==> src/rtl/debounced_event_window_counter_assert.svh <==
// Assertion macros shared by the counter RTL.
`ifndef DEBOUNCED_EVENT_WINDOW_COUNTER_ASSERT_SVH
`define DEBOUNCED_EVENT_WINDOW_COUNTER_ASSERT_SVH

`ifndef SYNTH
// condition implies consequence in the same cycle
`define DEWC_ASSERT_SAME(label, clk, rst, cond, cons) \
  label: assert property (@(posedge clk) disable iff (rst) (cond) |-> (cons)) \
    else $error("dewc assertion failed");
// condition implies consequence in the next cycle
`define DEWC_ASSERT_NEXT(label, clk, rst, cond, cons) \
  label: assert property (@(posedge clk) disable iff (rst) (cond) |=> (cons)) \
    else $error("dewc assertion failed");
`else
`define DEWC_ASSERT_SAME(label, clk, rst, cond, cons)
`define DEWC_ASSERT_NEXT(label, clk, rst, cond, cons)
`endif

`endif

==> src/rtl/dewc_pkg.sv <==
`timescale 1ns / 1ps
package dewc_pkg;
  localparam int TIME_W       = 48;
  localparam int SECS_W       = 16;
  localparam int DEB_W        = 24;
  localparam int TOTAL_W      = 32;
  localparam int RECENT_W     = 9;
  localparam int PROD_W       = 36;
  localparam int CUT_W        = TIME_W + 1;
  localparam int EXT_W        = 13;   // holds a count up to the largest ring depth
  localparam int RING_DEPTH   = 300;
  localparam logic [DEB_W-1:0]    DEBOUNCE_RESET = 24'd50000;
  localparam logic [19:0]         USEC_PER_SEC   = 20'd1000000;
  localparam logic [EXT_W-1:0]    RECENT_MAX     = 13'd511;
endpackage

==> src/rtl/dewc_cell.sv <==
`timescale 1ns / 1ps
module dewc_cell (
  input  logic                         clk,
  input  logic                         rst,
  input  logic                         shift,
  input  logic [dewc_pkg::TIME_W-1:0]  d,
  output logic [dewc_pkg::TIME_W-1:0]  q
);
  always_ff @(posedge clk) begin
    if (rst) begin
      q <= '0;
    end else if (shift) begin
      q <= d;
    end
  end
endmodule

==> config.mk <==
export PLATFORM = sky130hd
export DESIGN_NAME = dewc_cell
export DESIGN_NICKNAME = d
export VERILOG_FILES = /design/src/rtl/debounced_event_window_counter_assert.svh /design/src/rtl/dewc_pkg.sv /design/src/rtl/dewc_cell.sv
export SDC_FILE = /design/constraint.sdc
export NUM_CORES = 1
export LEC_CHECK = 0
export BUFFER_PORTS_ARGS = -buffer_cell sky130_fd_sc_hd__buf_2
export CORE_MARGIN = 2
export CORE_UTILIZATION = 43
export CTS_BUF_LIST = sky130_fd_sc_hd__clkbuf_16
export CTS_CLUSTER_SIZE = 10
export DETAILED_ROUTE_END_ITERATION = 8
export PLACE_DENSITY = 0.8
export SLEW_MARGIN = 20
export SYNTH_ARGS = -nofsm -noshare
export SYNTH_HDL_FRONTEND = slang
export SYNTH_SLANG_ARGS = --single-unit
==> constraint.sdc <==
create_clock -name clk -period 1.3 [get_ports clk]
set_clock_uncertainty 0.1 [all_clocks]
set_input_delay 0.26 -clock clk [delete_from_list [all_inputs] [get_ports clk]]
set_output_delay 0.26 -clock clk [all_outputs]
set_load 0.01 [all_outputs]
After elaboration in Yosys (flattened, before gate mapping)
Cells that the tools add are included.
{"block": "word_totals", "regBits": 48, "input_bits": 51, "out_inout_bits": 48, "elab_cells": 1}

Depth between registers and ports, before layout
Gate-level depths: netlist of run 1.
{"block": "logic_depth", "ltp_word": 0, "ltp_mapped": 5}

Worst setup path after synthesis of run 1
Ideal clock, no wire load.
{"block": "synth_timing", "kind": "input -> register", "startpoint": "in shift", "endpoint": "reg q[26] (netlist name)", "arrival_ns": 0.818, "setup_slack_ns": 0.264, "stages": 5, "path_buffers": 3, "path_cell_list": "buf_6 buf_12 buf_12 mux2i_1 nor2_1"}
{"item": "from (decl)", "line": "dewc_cell.sv:5", "source": "input logic shift,"}
{"item": "to (signal assigned)", "line": "dewc_cell.sv:11", "source": "q <= '0;"}
{"item": "to (signal assigned)", "line": "dewc_cell.sv:13", "source": "q <= d;"}
{"item": "to (decl)", "line": "dewc_cell.sv:7", "source": "output logic [dewc_pkg::TIME_W-1:0] q"}

Final worst setup path of run 1
{"block": "layout_timing", "startpoint": "reg q[14] (netlist name)", "endpoint": "out q[14] (netlist name)"}
No word-level cell between the ends.

==> results.json, run 1 <==
{
  "p_leak_nw": 1.31,
  "crit_path_start_kind": "register",
  "ys_seq_area_share_pct": 55.6,
  "cts_made_buffers": 5,
  "syn_area_per_cell_um2": 11.2,
  "row_count": 23,
  "r2r_cells": 2,
  "root_buffer": "clkbuf_16",
  "drive_gt1_share_pct": 42.1,
  "critPathCaptureType": "output port",
  "rsz0062_at_grt": "false",
  "synth.distinct_cells": 8,
  "worstPathRequired_ns": 0.94,
  "die-area_um2": 4540,
  "ant_nets": 0,
  "grt_first_pass_wirelength_um": 4660,
  "largest_register": "q",
  "initialDrtViolationCount": 71,
  "finalWorstSetupSlack_ns": 0.195,
  "vias_per_cell": 4.45,
  "drc": 0,
  "cts_sinks": 48,
  "tns_ns": 0,
  "hold_depth": 3,
  "reg2reg_slack_ns": 0.58,
  "top_regs": "q x48",
  "fin_crit_sh_pct": 85.0,
  "powerDensity_nw_per_um2": 1340,
  "cp_top_family": "flip-flops",
  "cp_max_fo": 2,
  "die_w_um": 67.4,
  "port_buffers": 98,
  "hp-start": "d[6]",
  "pre_cts_slack_ns": 0.185,
  "synth_edf_count": 0,
  "yosysTopAreaCellShare_pct": 55.6,
  "timing.fmax_ghz": 0.905,
  "maxSlewHeadroom_pct": 80.6,
  "worst_pin_slew_ns": 0.290,
  "cts_tree": "done",
  "arrival_ns": 0.75,
  "finalWirelength_um": 3220,
  "initial_core_util_pct": 43.9,
  "num_vias": 1354,
  "crit_chain": "buf_2",
  "clkTransAtPathRegs_ns": 0.06,
  "yosys_warnings": 0,
  "fin_crit_ns": 1.11,
  "ys_ff_latch": 48,
  "grt_max_degree": 30,
  "synthToLayoutAreaGrowth_pct": 36.8,
  "core-area_um2": 3940,
  "insertedDiodeCount": 0,
  "ios": 99,
  "post-dp-hpwl_um": 2320,
  "nets": 304,
  "yosys-top-cells-area": "dfxtp_1, mux2i_1, nor2_1, buf_12, buf_4",
  "cts_hold_buf": 0,
  "first_pass_iters": 4,
  "hold_path_end": "q[6]",
  "ctsLongestPathBuffers": 2,
  "max_stage_delay_ns": 0.34,
  "max-cap-violations": 0,
  "worstSetupPathType": "reg2out",
  "wl_per_cell_um": 10.6,
  "hold_violations": 0,
  "syn_area_um2": 1730,
  "ctsResizeCount": 0,
  "post_cts_buffers": 0,
  "worstReg2RegStart": "q[30]",
  "insertion_delay_ns": 0.27,
  "setup_viol": 0,
  "grt.overflow.total": 0,
  "grt_pass1_vias": 1059,
  "syn_nets": 206,
  "routabilityCongestion": 0.632,
  "vdd_drop_max_mv": 0.791,
  "cp.buffers_inverters": 1,
  "largest_register_ffs": 48,
  "track_usage_pct": 13.6,
  "synth_common_cells": "dfxtp_1, mux2i_1, nor2_1",
  "antenna_found_initial": 0,
  "min_path_type": "in2reg",
  "crit_slowest_cell": "dfxtp_1",
  "async_flop_share_pct": 0,
  "syn_inst": 155,
  "htree_levels": 2,
  "die_y_um": 67.4,
  "yosysTopAreaCell": "dfxtp_1",
  "r2r-end": "q[30]",
  "slew_violations": 0,
  "status": "complete, no violations",
  "ys.flop_type": "dfxtp_1"
}
-- power by group --
part | total (mW) | internal, mW | leakage, nW | switching, mW
logic | 0.408 | 0.210 | 0.838 | 0.198
registers | 1.60 | 1.56 | 0.396 | 0.0395
clock network | 1.16 | 0.691 | 0.0738 | 0.470
-- how the worst max path moves through the flow --
stage / start / endpoint / slack, ns / cells after the start
floorplan: shift / q[26] / 0.26 / 5
global placement: shift / q[39] / 0.20 / 4
detailed placement: shift / q[43] / 0.19 / 4
CTS: q[47] / q[47] / 0.19 / 1
global route: q[18] / q[18] / 0.15 / 1
finish: q[14] / q[14] / 0.19 / 1
-- worst register-to-register path, delay by kind of cell (launching register included) --
kind / cells / cell delay [ns]
multiplexers: 1 / 0.14
AND/OR/NAND/NOR: 1 / 0.05
flip-flops: 1 / 0.30
-- layout make-up --
cell class                      instances  area (µm²)
Fill cell                             330        1580
Sequential cell                        48         961
Tap cell                               50        62.6
Clock inverter                          3        11.3
Multi-Input combinational cell         96         661
Clock buffer                            5         125
Timing Repair Buffer                  102         546
-- through the flow --
step,hold slack (ns),area (µm²),power [mW],utilization (%),instances
2_1_floorplan,0.307,1730,1.87,-,155
3_3_place_gp,0.366,2230,2.04,56.6,296
3_5_place_dp,0.375,2230,2.04,56.6,296
4_1_cts,0.113,2370,3.21,60.0,304
5_1_grt,0.113,2370,3.33,60.0,304
6_report,0.117,2370,3.17,60.0,304
-- cells in the final DEF (no fill, tap or decap) --
cell and count:
buf_12 2, buf_2 98, buf_4 2, clkbuf_16 5, clkinv_1 1, dfxtp_1 48, inv_1 2, mux2i_1 48
nor2_1 48
-- routing by layer --
metal  vias to the layer above  GRT usage (%)  share of wire, %
met5                         -              0                 0
met4                         0           5.36              0.56
met3                         2           6.17                10
met2                        62           19.2                42
met1                       582           18.2                47
li1                        708              -                 -
-- cell families (layout without fill, tap and decap cells) --
| group | count (synthesis) | count (layout) | share of synthesized area [%] |
|---|---|---|---|
| buf+inv | 11 | 110 | 6.22 |
| simple gates | 48 | 48 | 10.4 |
| flops | 48 | 48 | 55.6 |
| mux | 48 | 48 | 27.8 |
Note: power is estimated with default switching activity, not from simulation.
==> run 2: changes to the inputs <==
CORE_UTILIZATION = 39   (was 43)
PLACE_DENSITY = 0.76   (was 0.8)
clock period = 1 ns   (was 1.3 ns; I/O delays follow)
==> run 2 against run 1 <==
  * The run now ends with setup timing left
  * Setup slack lost 0.22 ns
  * Register-to-register slack lost 0.52 ns
  * Count of clock-buffer cells in the layout is the same
  * Critical endpoint is now q[16]
  * Highest routed layer unchanged
  * Largest cell class unchanged
  * Sequential power grew 33%
  * Combinational power grew 68%
  * Flip-flop and latch count is the same
  * Sequential share of layout area shrank 3.8 points
==> results.json, run 2 (synthesized netlist as in run 1, its figures left out) <==
{
  "worstReg2RegStart": "q[41]",
  "cp_max_fo": 2,
  "wl_per_cell_um": 12.5,
  "insertedDiodeCount": 0,
  "antenna_found_initial": 0,
  "final_area_um2": 2770,
  "p_total_mw": 4.35,
  "cts_tree": "done",
  "grt_pass1_vias": 1437,
  "crit_path_start_kind": "register",
  "grt.overflow.total": 0,
  "fin_crit_sh_pct": 102,
  "whs_ns": 0.0542,
  "vias_per_cell": 4.65,
  "worst_pin_slew_ns": 0.169,
  "setup.worst_path.start": "q[16]",
  "core-area_um2": 4320,
  "drc": 0,
  "finalWirelength_um": 3870,
  "die_w_um": 70.6,
  "setup.worst_path.end": "q[16]",
  "ctsLongestPathBuffers": 2,
  "post-dp-hpwl_um": 2480,
  "placed_area_um2": 2240,
  "maxSlewHeadroom_pct": 88.4,
  "crit_chain": "buf_6",
  "max_stage_delay_ns": 0.33,
  "reg2reg_slack_ns": 0.06,
  "grt_max_degree": 36,
  "finalWorstSetupSlack_ns": -0.0225,
  "max-cap-violations": 0,
  "r2r-end": "q[41]",
  "min_path_type": "in2reg",
  "die_y_um": 70.6,
  "port_buffers": 98,
  "crit_slowest_cell": "dfxtp_2",
  "top_regs": "q x48",
  "r2r_cells": 4,
  "largest_register": "q",
  "cts_made_buffers": 5,
  "layout_common_cells": "buf_2, mux2i_1, nor2_1, buf_6, dfxtp_2",
  "row_count": 24,
  "track_usage_pct": 16.3,
  "timing.fmax_ghz": 0.978,
  "num_vias": 1443,
  "slew_violations": 0,
  "fin_crit_ns": 1.02,
  "cts_hold_buf": 0,
  "mostFrequentLayoutCell": "buf_2",
  "grt_first_pass_wirelength_um": 6500,
  "rsz0062_at_grt": "true",
  "drive_gt1_share_pct": 61.6,
  "die-area_um2": 4980,
  "first_pass_iters": 4,
  "initialDrtViolationCount": 54,
  "clkTransAtPathRegs_ns": 0.06,
  "cp_top_family": "flip-flops",
  "vdd_drop_max_mv": 0.727,
  "routabilityCongestion": 0.729,
  "status": "finished, violations left",
  "arrival_ns": 0.72,
  "violations": "setup timing",
  "worstPathRequired_ns": 0.70,
  "cts_sinks": 48,
  "critPathCaptureType": "output port",
  "ios": 99,
  "crit_cells": 1,
  "setup_viol": 48,
  "ant_nets": 0,
  "p_leak_nw": 1.40,
  "nets": 308,
  "powerDensity_nw_per_um2": 1570,
  "post-route-util_pct": 64.1,
  "synthToLayoutAreaGrowth_pct": 60.3,
  "root_buffer": "clkbuf_16",
  "insertion_delay_ns": 0.28,
  "worstSetupPathType": "reg2out",
  "fillers": 358,
  "largest_register_ffs": 48,
  "hold_violations": 0,
  "htree_levels": 2,
  "initial_core_util_pct": 40.0,
  "cp.buffers_inverters": 1
}
-- run 2: cell count changes in the layout (fill, tap and decap cells not counted), sizes merged --
cell  previous run  this run
buf            102       106
-- run 2: layer usage --
metal,GRT usage [%],part of all wire [%],wire length [µm]
met5,0,0,0
met4,4.40,1.2,46
met3,6.98,8.7,338
met2,27.5,48,1880
met1,19.3,42,1610
-- run 2: worst min path at each step --
stage | from | endpoint | slack [ns] | depth (start not counted)
floorplan | d[0] | q[0] | 0.25 | 2
global placement | d[9] | q[9] | 0.33 | 3
detailed placement | d[47] | q[47] | 0.34 | 3
CTS | d[16] | q[16] | 0.05 | 3
global route | d[42] | q[42] | 0.05 | 3
finish | d[8] | q[8] | 0.05 | 3
-- run 2: metrics by stage --
step	setup WS [ns]	instances	setup TNS [ns]
finish	-0.0225	310	-0.612
global route	-0.0520	310	-1.78
CTS	-0.0298	309	-1.00
detailed placement	-0.0714	298	-1.55
global placement	-0.0325	298	-0.950
floorplan	0.0243	155	0
-- run 2: layout make-up --
cell class | instances | area [µm²] | area share (%)
sequential | 48 | 1020 | 36.8
timing repair buffer | 106 | 888 | 32.1
multi-input combinational | 96 | 661 | 23.8
clock buffer | 5 | 125 | 4.51
tap | 52 | 65.1 | 2.35
clock inverter | 3 | 11.3 | 0.406
-- run 2: where the power goes --
group          internal [mW]  switching [mW]  leakage [nW]
logic                  0.414           0.270         0.915
registers               2.05          0.0808         0.413
clock network          0.899           0.630        0.0738
total                   3.36           0.981          1.40
-- run 2: repair_timing --
item,in CTS,in global routing
resized for setup,96,0
buffers inserted,3,1
endpoints found under the setup margin,48,48
