--- config.mk ---
export PLATFORM = sky130hd
export DESIGN_NAME = dewc_tally
export DESIGN_NICKNAME = d
export VERILOG_FILES = /design/src/rtl/debounced_event_window_counter_assert.svh /design/src/rtl/dewc_pkg.sv /design/src/rtl/dewc_tally.sv
export SDC_FILE = /design/constraint.sdc
export NUM_CORES = 1
export LEC_CHECK = 0
export BUFFER_PORTS_ARGS = -buffer_cell sky130_fd_sc_hd__buf_2
export CORE_MARGIN = 4
export CORE_UTILIZATION = 44
export DETAILED_ROUTE_END_ITERATION = 16
export PLACE_DENSITY_LB_ADDON = 0.08
export SLEW_MARGIN = 20
export SYNTH_ARGS = -nofsm -noshare
export SYNTH_HDL_FRONTEND = slang
export SYNTH_SLANG_ARGS = --single-unit
--- constraint.sdc ---
create_clock -name clk -period 3.5 [get_ports clk]
set_clock_uncertainty 0.15 [all_clocks]
set_input_delay 0.7 -clock clk [delete_from_list [all_inputs] [get_ports clk]]
set_output_delay 0.7 -clock clk [all_outputs]
set_load 0.02 [all_outputs]
--- src/rtl/debounced_event_window_counter_assert.svh ---
// Assertion macros shared by the counter RTL.
`ifndef DEBOUNCED_EVENT_WINDOW_COUNTER_ASSERT_SVH
`define DEBOUNCED_EVENT_WINDOW_COUNTER_ASSERT_SVH

`ifndef SYNTH
// condition implies consequence in the same cycle
`define DEWC_ASSERT_SAME(label, clk, rst, cond, cons) \
  label: assert property (@(posedge clk) disable iff (rst) (cond) |-> (cons)) \
    else $error("dewc assertion failed");
// condition implies consequence in the next cycle
`define DEWC_ASSERT_NEXT(label, clk, rst, cond, cons) \
  label: assert property (@(posedge clk) disable iff (rst) (cond) |=> (cons)) \
    else $error("dewc assertion failed");
`else
`define DEWC_ASSERT_SAME(label, clk, rst, cond, cons)
`define DEWC_ASSERT_NEXT(label, clk, rst, cond, cons)
`endif

`endif

--- src/rtl/dewc_pkg.sv ---
`timescale 1ns / 1ps
package dewc_pkg;
  localparam int TIME_W       = 48;
  localparam int SECS_W       = 16;
  localparam int DEB_W        = 24;
  localparam int TOTAL_W      = 32;
  localparam int RECENT_W     = 9;
  localparam int PROD_W       = 36;
  localparam int CUT_W        = TIME_W + 1;
  localparam int EXT_W        = 13;   // holds a count up to the largest ring depth
  localparam int RING_DEPTH   = 300;
  localparam logic [DEB_W-1:0]    DEBOUNCE_RESET = 24'd50000;
  localparam logic [19:0]         USEC_PER_SEC   = 20'd1000000;
  localparam logic [EXT_W-1:0]    RECENT_MAX     = 13'd511;
endpackage

--- src/rtl/dewc_tally.sv ---
`timescale 1ns / 1ps
module dewc_tally #(
  parameter int CNT_W = 9
) (
  input  logic                               clk,
  input  logic                               rst,
  input  logic                               clear,
  input  logic                               en,
  input  logic [dewc_pkg::TIME_W-1:0]        ts,
  input  logic signed [dewc_pkg::CUT_W-1:0]  cutoff,
  output logic [CNT_W-1:0]                   count
);
  logic signed [dewc_pkg::CUT_W-1:0] ts_s;
  logic                              hit;

  assign ts_s = $signed({1'b0, ts});
  assign hit  = ts_s > cutoff;

  always_ff @(posedge clk) begin
    if (rst || clear) begin
      count <= '0;
    end else if (en && hit) begin
      count <= count + CNT_W'(1);
    end
  end
endmodule

# Word-level counts from Yosys, hierarchy flattened
# Index checks and enable logic that the tools add are counted.
[word_totals] wordCells=5 regBits=9 in_bits=101 output_inout_bits=9
[classes] add_sub_neg=1 n_reduce_logical=2 n_lt_le_gt_ge=1
[ops] cell="$gt A49 B49 Y1" count=1
[ops] cell="$add A9 B1 Y9 const B" count=1
[ops] cell="$logic_and A1 B1 Y1" count=1
[ops] cell="$logic_or A1 B1 Y1" count=1

# Logic depth before layout (Yosys ltp)
# Gate-level depths: netlist of the first run.
[depth] word_depth=2 ltp_mapped=9 depth_no_buf=9

# Worst setup path after synthesis of the first run
# OpenSTA, ideal clock, no wires.
[synth_timing] path_kind="input -> register" startpoint="input cutoff[43] (netlist name)" endpoint="register count[6]" setup_ns=0.072 path_stages=9 path_slack_ns=0.624 path_buffers=0 required_time_ns=3.278 arrival_time_ns=2.655 cell_sequence="inv_1 ha_1 and4_4 or4b_1 or2_0 o221ai_2 o21ai_2 a211oi_1 mux2i_1"
[synth_between] elab_chain_len=2
[synth_rtl] item="start, declared" line="dewc_tally.sv:10" source="input logic signed [dewc_pkg::CUT_W-1:0] cutoff,"
[synth_rtl] item="$gt A49 B49 Y1" line="dewc_tally.sv:17" source="assign hit = ts_s > cutoff;"
[synth_rtl] item="$logic_and A1 B1 Y1" line="dewc_tally.sv:22" source="end else if (en && hit) begin"
[synth_rtl] item="end signal, assigned" line="dewc_tally.sv:23" source="count <= count + CNT_W'(1);"
[synth_rtl] item="end, declared" line="dewc_tally.sv:11" source="output logic [CNT_W-1:0] count"
# No other way between the ends.
# A chain may end at the register's enable or synchronous reset.

# Final worst setup path of the first run
[layout_timing] startpoint="input ts[43] (netlist name)" endpoint="register count[6]"
[layout_between] elab_chain_len=2
[layout_rtl] item="start, declared" line="dewc_tally.sv:9" source="input logic [dewc_pkg::TIME_W-1:0] ts,"
[layout_rtl] item="$gt A49 B49 Y1" line="dewc_tally.sv:17"
[layout_rtl] item="$logic_and A1 B1 Y1" line="dewc_tally.sv:22"
# No other way between the ends.

==> out/qor.yml, run 1 <==
flow_run:
  cap_violations: 0
floorplan:
  die_w_um: 70.9
  initial_core_util: 0.465
  dieArea_um2: 5030
  boundaryPins: 110
  core_region_area_um2: 3740
  die_h_um: 70.9
  fp-row-count: 22
global_routing:
  overflow: 0
  grt.busiest_layer: "met2"
  grt_util_all_layers: 0.172
  grt_pass1_vias: 1831
  grt_pass1_wl_um: 7330
  grtUsageMet3: 0.0355
  grt_max_degree: 10
  use_met1: 0.218
  antenna_found_initial: 0
  met2_usage: 0.301
timing:
  max_slew_margin: 0.664
  setup_violations: 0
  hold_violations: 0
  fin_crit_ns: 2.90
  tightestPinTransition_ns: 0.502
  drv_slew: 0
  fin_crit_sh: 0.829
  fmaxAchievable_ghz: 0.345
  tns_ns: 0
  rsz0062_at_grt: "false"
cts:
  postCtsHoldBufs: 0
  cts_resized: 0
  cts.sinks: 9
  clock_path_buffers: 2
  cts_setup_buffers: 0
  cts_tree: "done"
  cts_root_buf: "clkbuf_8"
  insertion_delay_ns: 0.24
  clk_pin_slew_ns: 0.05
  htreeDepth: 1
  cts_buffers: 3
synthesis:
  ys.flop_type: "dfxtp_1"
  synth_edf_count: 0
  ys_seq_elements: 9
  syn_area_um2: 1740
  synth_warnings: 0
  synthCells: 231
  synth.avg_cell_area_um2: 7.54
  syn-num-nets: 381
  async_reset_ff_frac: 0
  ys_types: 34
  yosysSeqAreaShare: 0.103
worst_setup_path:
  endpoint_kind: "flop"
  cp_max_fo: 9
  arrival_ns: 2.92
  worstPathRequired_ns: 3.52
  start_kind: "input pin"
  path_class: "input pin to flop"
layout:
  top_regs: "count x9"
  drive_above_1_share: 0.349
  antenna_cells: 0
  final_util: 0.639
  seqCellArea_um2: 180
  fillers: 367
  multi_input_comb_area_um2: 1370
  largest_register: "count"
  largest_reg_flops: 9
  synthToLayoutAreaGrowth_pct: 37.4
  fin_nets: 495
  fin_cells: 392
detailed_routing:
  drcViolationCount: 0
  viasPerCell: 5.05
  first_pass_iters: 4
  vias: 1978
  wl_per_cell_um: 11.3
  routed_wl_um: 4440
  ant_nets: 0
  drtIter0Drc: 43
place:
  place_congestion: 0.759
  numPortBuffers: 109
  place_inst: 388
  dpl.hpwl_um: 3960
outcome:
  status: "finished clean"
worst_hold_path:
  min_path_type: "flop to flop"
pwr:
  peakVddDrop_v: 0.000194
  cellPowerDensity_nw_per_um2: 179
  leakagePower_nw: 1.38
## stage by stage
| stage | total power (W) | area (µm²) | setup slack [ns] | hold WS [ns] |
|---|---|---|---|---|
| after floorplan | 0.000222 | 1740 | 0.624 | 0.390 |
| after global placement | 0.000302 | 2350 | 0.425 | 0.306 |
| after detailed placement | 0.000308 | 2350 | 0.381 | 0.313 |
| after CTS | 0.000433 | 2390 | 0.571 | 0.323 |
| after global routing | 0.000469 | 2390 | 0.407 | 0.350 |
| final | 0.000429 | 2390 | 0.600 | 0.326 |
## worst max-delay path, stage by stage
cell      delay, ns
buf_2          0.10
ha_1           0.30
and4_4         0.24
or4b_1         0.45
or2_0          0.25
o221ai_2       0.17
o21ai_2        0.16
a211oi_1       0.34
mux2i_1        0.21
## cell usage after synthesis (2+ instances only)
| cell type | count | area share |
|---|---|---|
| a211oi_1 | 4 | 0.017 |
| a21boi_1 | 2 | 0.0086 |
| a21o_1 | 2 | 0.0086 |
| a21oi_1 | 22 | 0.063 |
| a221oi_1 | 3 | 0.015 |
| and4_1 | 2 | 0.010 |
| dfxtp_1 | 9 | 0.10 |
| ha_1 | 49 | 0.35 |
| inv_1 | 52 | 0.11 |
| mux2i_1 | 7 | 0.040 |
| nand2_1 | 18 | 0.039 |
| nand3_1 | 9 | 0.026 |
| nand4_1 | 12 | 0.043 |
| nor2_1 | 4 | 0.0086 |
| nor3_1 | 4 | 0.011 |
| nor4_1 | 2 | 0.0072 |
| o21ai_0 | 8 | 0.023 |
| or3_1 | 6 | 0.022 |
## cells in the final DEF, fill, tap and decap left out, drive strengths merged, types with 4 or more instances in the layout
| cell | netlist | final |
|---|---|---|
| buf | 0 | 109 |
| or3 | 6 | 6 |
| nand4 | 12 | 12 |
| a211oi | 4 | 4 |
| nand3 | 9 | 9 |
| inv | 52 | 52 |
| clkbuf | 0 | 4 |
| nor2 | 4 | 4 |
| dfxtp | 9 | 9 |
| nand2 | 18 | 18 |
| a21oi | 22 | 22 |
| o21ai | 9 | 9 |
| ha | 49 | 49 |
| nor3 | 4 | 4 |
| mux2i | 7 | 7 |
## logic make-up after synthesis
kind of cell | Yosys count | share of synthesized area
AND/OR/NAND/NOR | 64 | 0.200
buffers and inverters | 52 | 0.112
AO/OA/AOI/OAI | 50 | 0.193
adder cells (fa/ha/maj) | 49 | 0.352
flip-flops | 9 | 0.103
multiplexers | 7 | 0.0402
## layout make-up
cell class / instances / share of cell area
clock buffers: 4 / 0.0188
inverters: 52 / 0.0816
multi-input cells: 170 / 0.571
flip-flops and latches: 9 / 0.0753
well taps: 48 / 0.0251
repair buffers: 109 / 0.228
## path summary, 6_finish.rpt
check | startpoint | end | slack (ns) | cells past startpoint
worst max-delay path | ts[43] | count[6] | 0.60 | 9
worst min-delay path | count[8] | count[8] | 0.33 | 2
worst max register to register | count[0] | count[8] | 2.04 | 4
worst min register to register | count[8] | count[8] | 0.33 | 2
## where the power goes
part           switching [W]  total, W  internal [W]  leakage (nW)
registers         0.00000127  0.000105      0.000104        0.0726
logic              0.0000962  0.000199      0.000102          1.28
clock network      0.0000452  0.000125     0.0000797        0.0228
total               0.000143  0.000429      0.000286          1.38
## routing by layer
layer  vias up  wire, µm
met5         -         0
met4         0        38
met3         5       409
met2        74      2020
met1       844      1970
li1       1055         -
Power figures use the tool's default switching activity.
==> inputs of run 2 (changes only) <==
==> constraint.sdc (replaced) <==
create_clock -name clk -period 2.7 [get_ports clk]
set_clock_uncertainty 0.15 [all_clocks]
set_input_delay 0.54 -clock clk [delete_from_list [all_inputs] [get_ports clk]]
set_output_delay 0.54 -clock clk [all_outputs]
set_load 0.02 [all_outputs]
==> run 2 against run 1 <==
Against the previous run:
- worst hold slack better by 0.0030 ns
- via count is 8.6% higher
- register-to-register slack worse by 0.79 ns
- setup slack worse by 0.57 ns
- non-clock buffer count is 19 higher
- combinational power is 80% higher
- critical path depth is 1 higher
- wire length is 30% higher
- largest cell class unchanged
- cell count is 4.8% higher
- clock-buffer cell count stayed put
==> out/qor.yml, run 2 (synthesis gave the netlist of run 1 again) <==
layout:
  largest_reg_flops: 9  # unchanged
  fin_cells: 411  # +4.8%
  largest_register: "count"
  fin_nets: 514  # +3.8%
  final_cell_mix: "buf_2 (101), inv_1 (44), ha_1 (36)"
  synthToLayoutAreaGrowth_pct: 63.9
  final_util: 0.763  # +0.124
  fillers: 295  # -20%
  antenna_cells: 0  # unchanged
  drive_above_1_share: 0.471  # +0.122
  layout_commonest_cell: "buf_2"
  top_regs: "count x9"
worst_setup_path:
  cpPeakStageDelay_ns: 0.55  # +0.10 ns
  slowest_stage: "or4b_4"
  start_kind: "input pin"
  worstPathRequired_ns: 2.71  # -0.81 ns
  path_class: "input pin to flop"
  arrival_ns: 2.68  # -0.24 ns
  endpoint_kind: "flop"
  cp_max_fo: 7  # -2
  path_cells: "buf_2 > inv_1 > ha_4 > nand3_1 > or4b_4 > or2_4 > o221ai_4 > o21ai_4 > a211oi_2 > mux2i_1"
detailed_routing:
  viasPerCell: 5.23  # +3.6%
  drcViolationCount: 0  # unchanged
  routed_wl_um: 5770  # +30%
  vias: 2149  # +8.6%
  wl_per_cell_um: 14.0  # +24%
  first_pass_iters: 4  # unchanged
  drtIter0Drc: 101  # +130%
  ant_nets: 0  # unchanged
pwr:
  peakVddDrop_v: 0.000293  # +51%
  leakagePower_nw: 1.49  # +8.3%
  cellPowerDensity_nw_per_um2: 229  # +28%
timing:
  setup_violations: 0  # unchanged
  drv_slew: 0  # unchanged
  hold_ws_ns: 0.329  # +0.00298 ns
  max_slew_margin: 0.658  # -0.00660
  hold_violations: 0  # unchanged
  fmaxAchievable_ghz: 0.375
  fin_crit_sh: 0.987
  rsz0062_at_grt: "true"
  fin_crit_ns: 2.67
  setup_slack_ns: 0.0345  # -0.565 ns
  tightestPinTransition_ns: 0.512  # +0.00987 ns
global_routing:
  grt_pass1_vias: 1945  # +6.2%
  grt_pass1_wl_um: 7530  # +2.6%
  overflow: 0  # unchanged
  antenna_found_initial: 0  # unchanged
  grt_util_all_layers: 0.175  # +0.00247
  grt_max_degree: 10  # unchanged
outcome:
  status: "finished clean"
flow_run:
  cap_violations: 0  # unchanged
floorplan:
  die_h_um: 70.9  # unchanged
  initial_core_util: 0.465  # unchanged
  dieArea_um2: 5030  # unchanged
  boundaryPins: 110  # unchanged
  core_region_area_um2: 3740  # unchanged
  die_w_um: 70.9  # unchanged
  fp-row-count: 22  # unchanged
cts:
  cts_tree: "done"
  clk_pin_slew_ns: 0.05  # about the same
  cts.sinks: 9  # unchanged
  cts_root_buf: "clkbuf_8"
  clock_path_buffers: 2  # unchanged
  cts_buffers: 3  # unchanged
  htreeDepth: 1  # unchanged
  insertion_delay_ns: 0.24  # about the same
place:
  place_congestion: 0.826  # +8.8%
  pre_cts_slack_ns: -0.265  # -0.646 ns
  numPortBuffers: 109  # unchanged
  dpl.hpwl_um: 4010  # +1.3%
  place_inst: 403  # +3.9%
worst_hold_path:
  min_path_type: "flop to flop"
==> run 2: stage by stage <==
step / power (W) / setup TNS, ns / instance area (µm²)
after detailed placement: 0.000420 / -1.40 / 2460
after global placement: 0.000413 / -0.831 / 2460
after floorplan: 0.000287 / -0.0491 / 1740
after CTS: 0.000580 / -0.0831 / 2500
final: 0.000655 / 0 / 2860
after global routing: 0.000710 / -0.289 / 2860
==> run 2: report_power, final <==
group	internal (W)	total, W	switching (W)
Clock	0.000103	0.000161	0.0000575
Combinational	0.000192	0.000358	0.000165
Sequential	0.000134	0.000136	0.00000196
Total	0.000430	0.000655	0.000225
==> run 2: critical path, delay by kind of cell <==
family / cells / cell delay, ns
fa+ha+maj: 1 / 0.27
mux: 1 / 0.21
buf+inv: 2 / 0.14
simple gates: 3 / 0.90
compound gates: 3 / 0.61
==> run 2: final timing paths <==
check,cells past startpoint,start,to,slack (ns)
max reg2reg,3,count[2],count[8],1.25
min,2,count[8],count[8],0.33
min reg2reg,2,count[8],count[8],0.33
max,10,cutoff[46],count[7],0.03
==> run 2: final cells by class <==
cell class | count | area [µm²] | area share
repair buffers | 128 | 758 | 0.266
flip-flops and latches | 9 | 180 | 0.0631
inverters | 52 | 200 | 0.0701
well taps | 48 | 60.1 | 0.0210
clock buffers | 4 | 45.0 | 0.0158
multi-input cells | 170 | 1610 | 0.564
==> run 2: routing by layer <==
layer	wire length (µm)	track usage
met1	2350	0.218
met2	2820	0.315
met3	459	0.0256
met4	136	0.0397
met5	0	0
==> run 2: timing repair <==
item	CTS	global route
pin swaps	0	19
endpoints found under the hold margin	0	0
endpoints found under the setup margin	3	9
hold buffers	0	0
gates resized for setup	0	50
cloned	0	1
buffers inserted	0	3
==> inputs of run 3 (changes only) <==
--- a/config.mk
+++ b/config.mk
@@ -7,7 +7,7 @@
 export LEC_CHECK = 0
 export BUFFER_PORTS_ARGS = -buffer_cell sky130_fd_sc_hd__buf_2
 export CORE_MARGIN = 4
-export CORE_UTILIZATION = 44
+export CORE_UTILIZATION = 47
 export DETAILED_ROUTE_END_ITERATION = 16
 export PLACE_DENSITY_LB_ADDON = 0.08
 export SLEW_MARGIN = 20
==> constraint.sdc (replaced) <==
create_clock -name clk -period 3.2 [get_ports clk]
set_clock_uncertainty 0.15 [all_clocks]
set_input_delay 0.64 -clock clk [delete_from_list [all_inputs] [get_ports clk]]
set_output_delay 0.64 -clock clk [all_outputs]
set_load 0.02 [all_outputs]
==> run 3 against run 2 <==
Against the previous run:
- sequential cell count unchanged
- core utilization decreased by 7.4 points
- critical path depth decreased by 1
- clock power decreased by 16%
- global-route usage decreased by 0.39 points
- combinational power decreased by 40%
- non-clock buffer count decreased by 19
- total power decreased by 29%
- worst hold slack got worse by 0.0075 ns
- setup slack improved by 0.30 ns
- clock-buffer cell count unchanged
- wire length decreased by 26%
- critical path type unchanged
- critical endpoint unchanged
==> out/qor.yml, run 3 (synthesis gave the netlist of run 1 again) <==
worst_setup_path:
  critPathLaunch: "ts[43]"
  critPathTopFamily: "simple AND/OR/NAND/NOR gates"
  endpoint_kind: "flop"
  r2r-start: "count[0]"
  cp_max_fo: 9  # +2
  start_kind: "input pin"
  arrival_ns: 2.88  # +0.20 ns
  path_class: "input pin to flop"
  path_buf_inv: 1  # -1
  path_cells: "buf_2 > ha_1 > and4_4 > or4b_1 > or2_0 > o221ai_2 > o21ai_2 > a211oi_1 > mux2i_1"
  worstPathRequired_ns: 3.22  # +0.51 ns
  slowest_stage: "or4b_1"
  cpPeakStageDelay_ns: 0.46  # -0.09 ns
cts:
  cts_root_buf: "clkbuf_8"
  cts_setup_buffers: 0  # unchanged
  clock_path_buffers: 2  # unchanged
  postCtsHoldBufs: 0  # unchanged
  cts_tree: "done"
  clk_pin_slew_ns: 0.05  # about the same
  cts_resized: 0  # unchanged
  htreeDepth: 1  # unchanged
  insertion_delay_ns: 0.24  # about the same
  cts.sinks: 9  # unchanged
  cts_buffers: 3  # unchanged
pwr:
  power_w: 0.000464  # -29%
  leakagePower_nw: 1.38  # -7.7%
  cellPowerDensity_nw_per_um2: 194  # -15%
  peakVddDrop_v: 0.000206  # -30%
timing:
  fin_crit_ns: 2.86
  fmaxAchievable_ghz: 0.349
  max_slew_margin: 0.679  # +0.0212
  hold_violations: 0  # unchanged
  tightestPinTransition_ns: 0.477  # -0.0343 ns
  setup_violations: 0  # unchanged
  tns_ns: 0  # unchanged
  hold_ws_ns: 0.321  # -0.00747 ns
  fin_crit_sh: 0.894
  rsz0062_at_grt: "false"
  drv_slew: 0  # unchanged
place:
  place_congestion: 0.798  # -3.4%
  numPortBuffers: 109  # unchanged
  placed_cell_area_um2: 2340  # -4.7%
  dpl.hpwl_um: 3810  # -4.9%
layout:
  multi_input_comb_area_um2: 1370  # -15%
  final_cell_mix: "buf_2 (109), inv_1 (52), ha_1 (49)"
  top_regs: "count x9"
  fin_nets: 495  # -3.7%
  largest_reg_flops: 9  # unchanged
  drive_above_1_share: 0.349  # -0.122
  seqCellArea_um2: 180  # unchanged
  antenna_cells: 0  # unchanged
  layout_commonest_cell: "buf_2"
  final_util: 0.689  # -0.0737
  fillers: 341  # +16%
  fin_area_um2: 2390  # -16%
  largest_register: "count"
  synthToLayoutAreaGrowth_pct: 37.2
detailed_routing:
  top_layer: "met4"
  wl_met2_um: 2000  # -29%
  vias: 1956  # -9.0%
  drcViolationCount: 0  # unchanged
  routed_wl_um: 4250  # -26%
  wl_per_cell_um: 10.9  # -22%
  ant_nets: 0  # unchanged
  first_pass_iters: 4  # unchanged
  wl_met3_um: 394  # -14%
  wl_met1_um: 1820  # -23%
  viasPerCell: 5.02  # -4.1%
  drtIter0Drc: 71  # -30%
flow_run:
  cap_violations: 0  # unchanged
worst_hold_path:
  hp-start: "count[8]"
  min_path_type: "flop to flop"
floorplan:
  die_h_um: 68.9  # -2.9%
  die_w_um: 68.9  # -2.9%
  core_region_area_um2: 3470  # -7.4%
  initial_core_util: 0.502  # +0.0369
  dieArea_um2: 4740  # -5.7%
  fp-row-count: 21  # -4.5%
  boundaryPins: 110  # unchanged
global_routing:
  antenna_found_initial: 0  # unchanged
  grt_util_all_layers: 0.171  # -0.00389
  grt_pass1_vias: 1693  # -13%
  overflow: 0  # unchanged
  grt_max_degree: 10  # unchanged
  grt_pass1_wl_um: 6490  # -14%
outcome:
  status: "finished clean"
-- run 3: cell count changes in the layout (fill, tap and decap cells not counted), sizes merged --
cell  delta
buf     -19
-- run 3: path summary, 6_finish.rpt --
check | depth (start not counted) | slack, ns | to
setup / recovery | 9 | 0.34 | count[7]
setup reg to reg | 4 | 1.81 | count[8]
hold reg to reg | 2 | 0.32 | count[8]
hold / removal | 2 | 0.32 | count[8]
-- run 3: metrics by stage --
step | worst slack (ns) | instances
after floorplan | 0.384 | 231
after CTS | 0.336 | 390
after detailed placement | 0.107 | 386
after global placement | 0.203 | 386
after global routing | 0.154 | 390
final | 0.338 | 390
-- run 3: worst min-delay path: stages, from the launching register on --
cell	delay [ns]
dfxtp_1	0.31
nand2_1	0.05
mux2i_1	0.05
-- run 3: metal layers --
| metal | up-vias | track usage |
|---|---|---|
| met5 | - | 0 |
| met4 | 0 | 0.0438 |
| met3 | 5 | 0.0130 |
| met2 | 69 | 0.318 |
| met1 | 829 | 0.210 |
| li1 | 1053 | - |
-- run 3: final cells by class --
type,count,area share
multi-input cells,170,0.572
repair buffers,109,0.228
inverters,52,0.0817
flip-flops and latches,9,0.0754
well taps,46,0.0241
clock buffers,4,0.0188
-- run 3: where the power goes --
group          total (W)  switching [W]  internal [W]
Sequential      0.000115     0.00000147      0.000113
Combinational   0.000214       0.000103      0.000111
Clock           0.000135      0.0000481     0.0000871
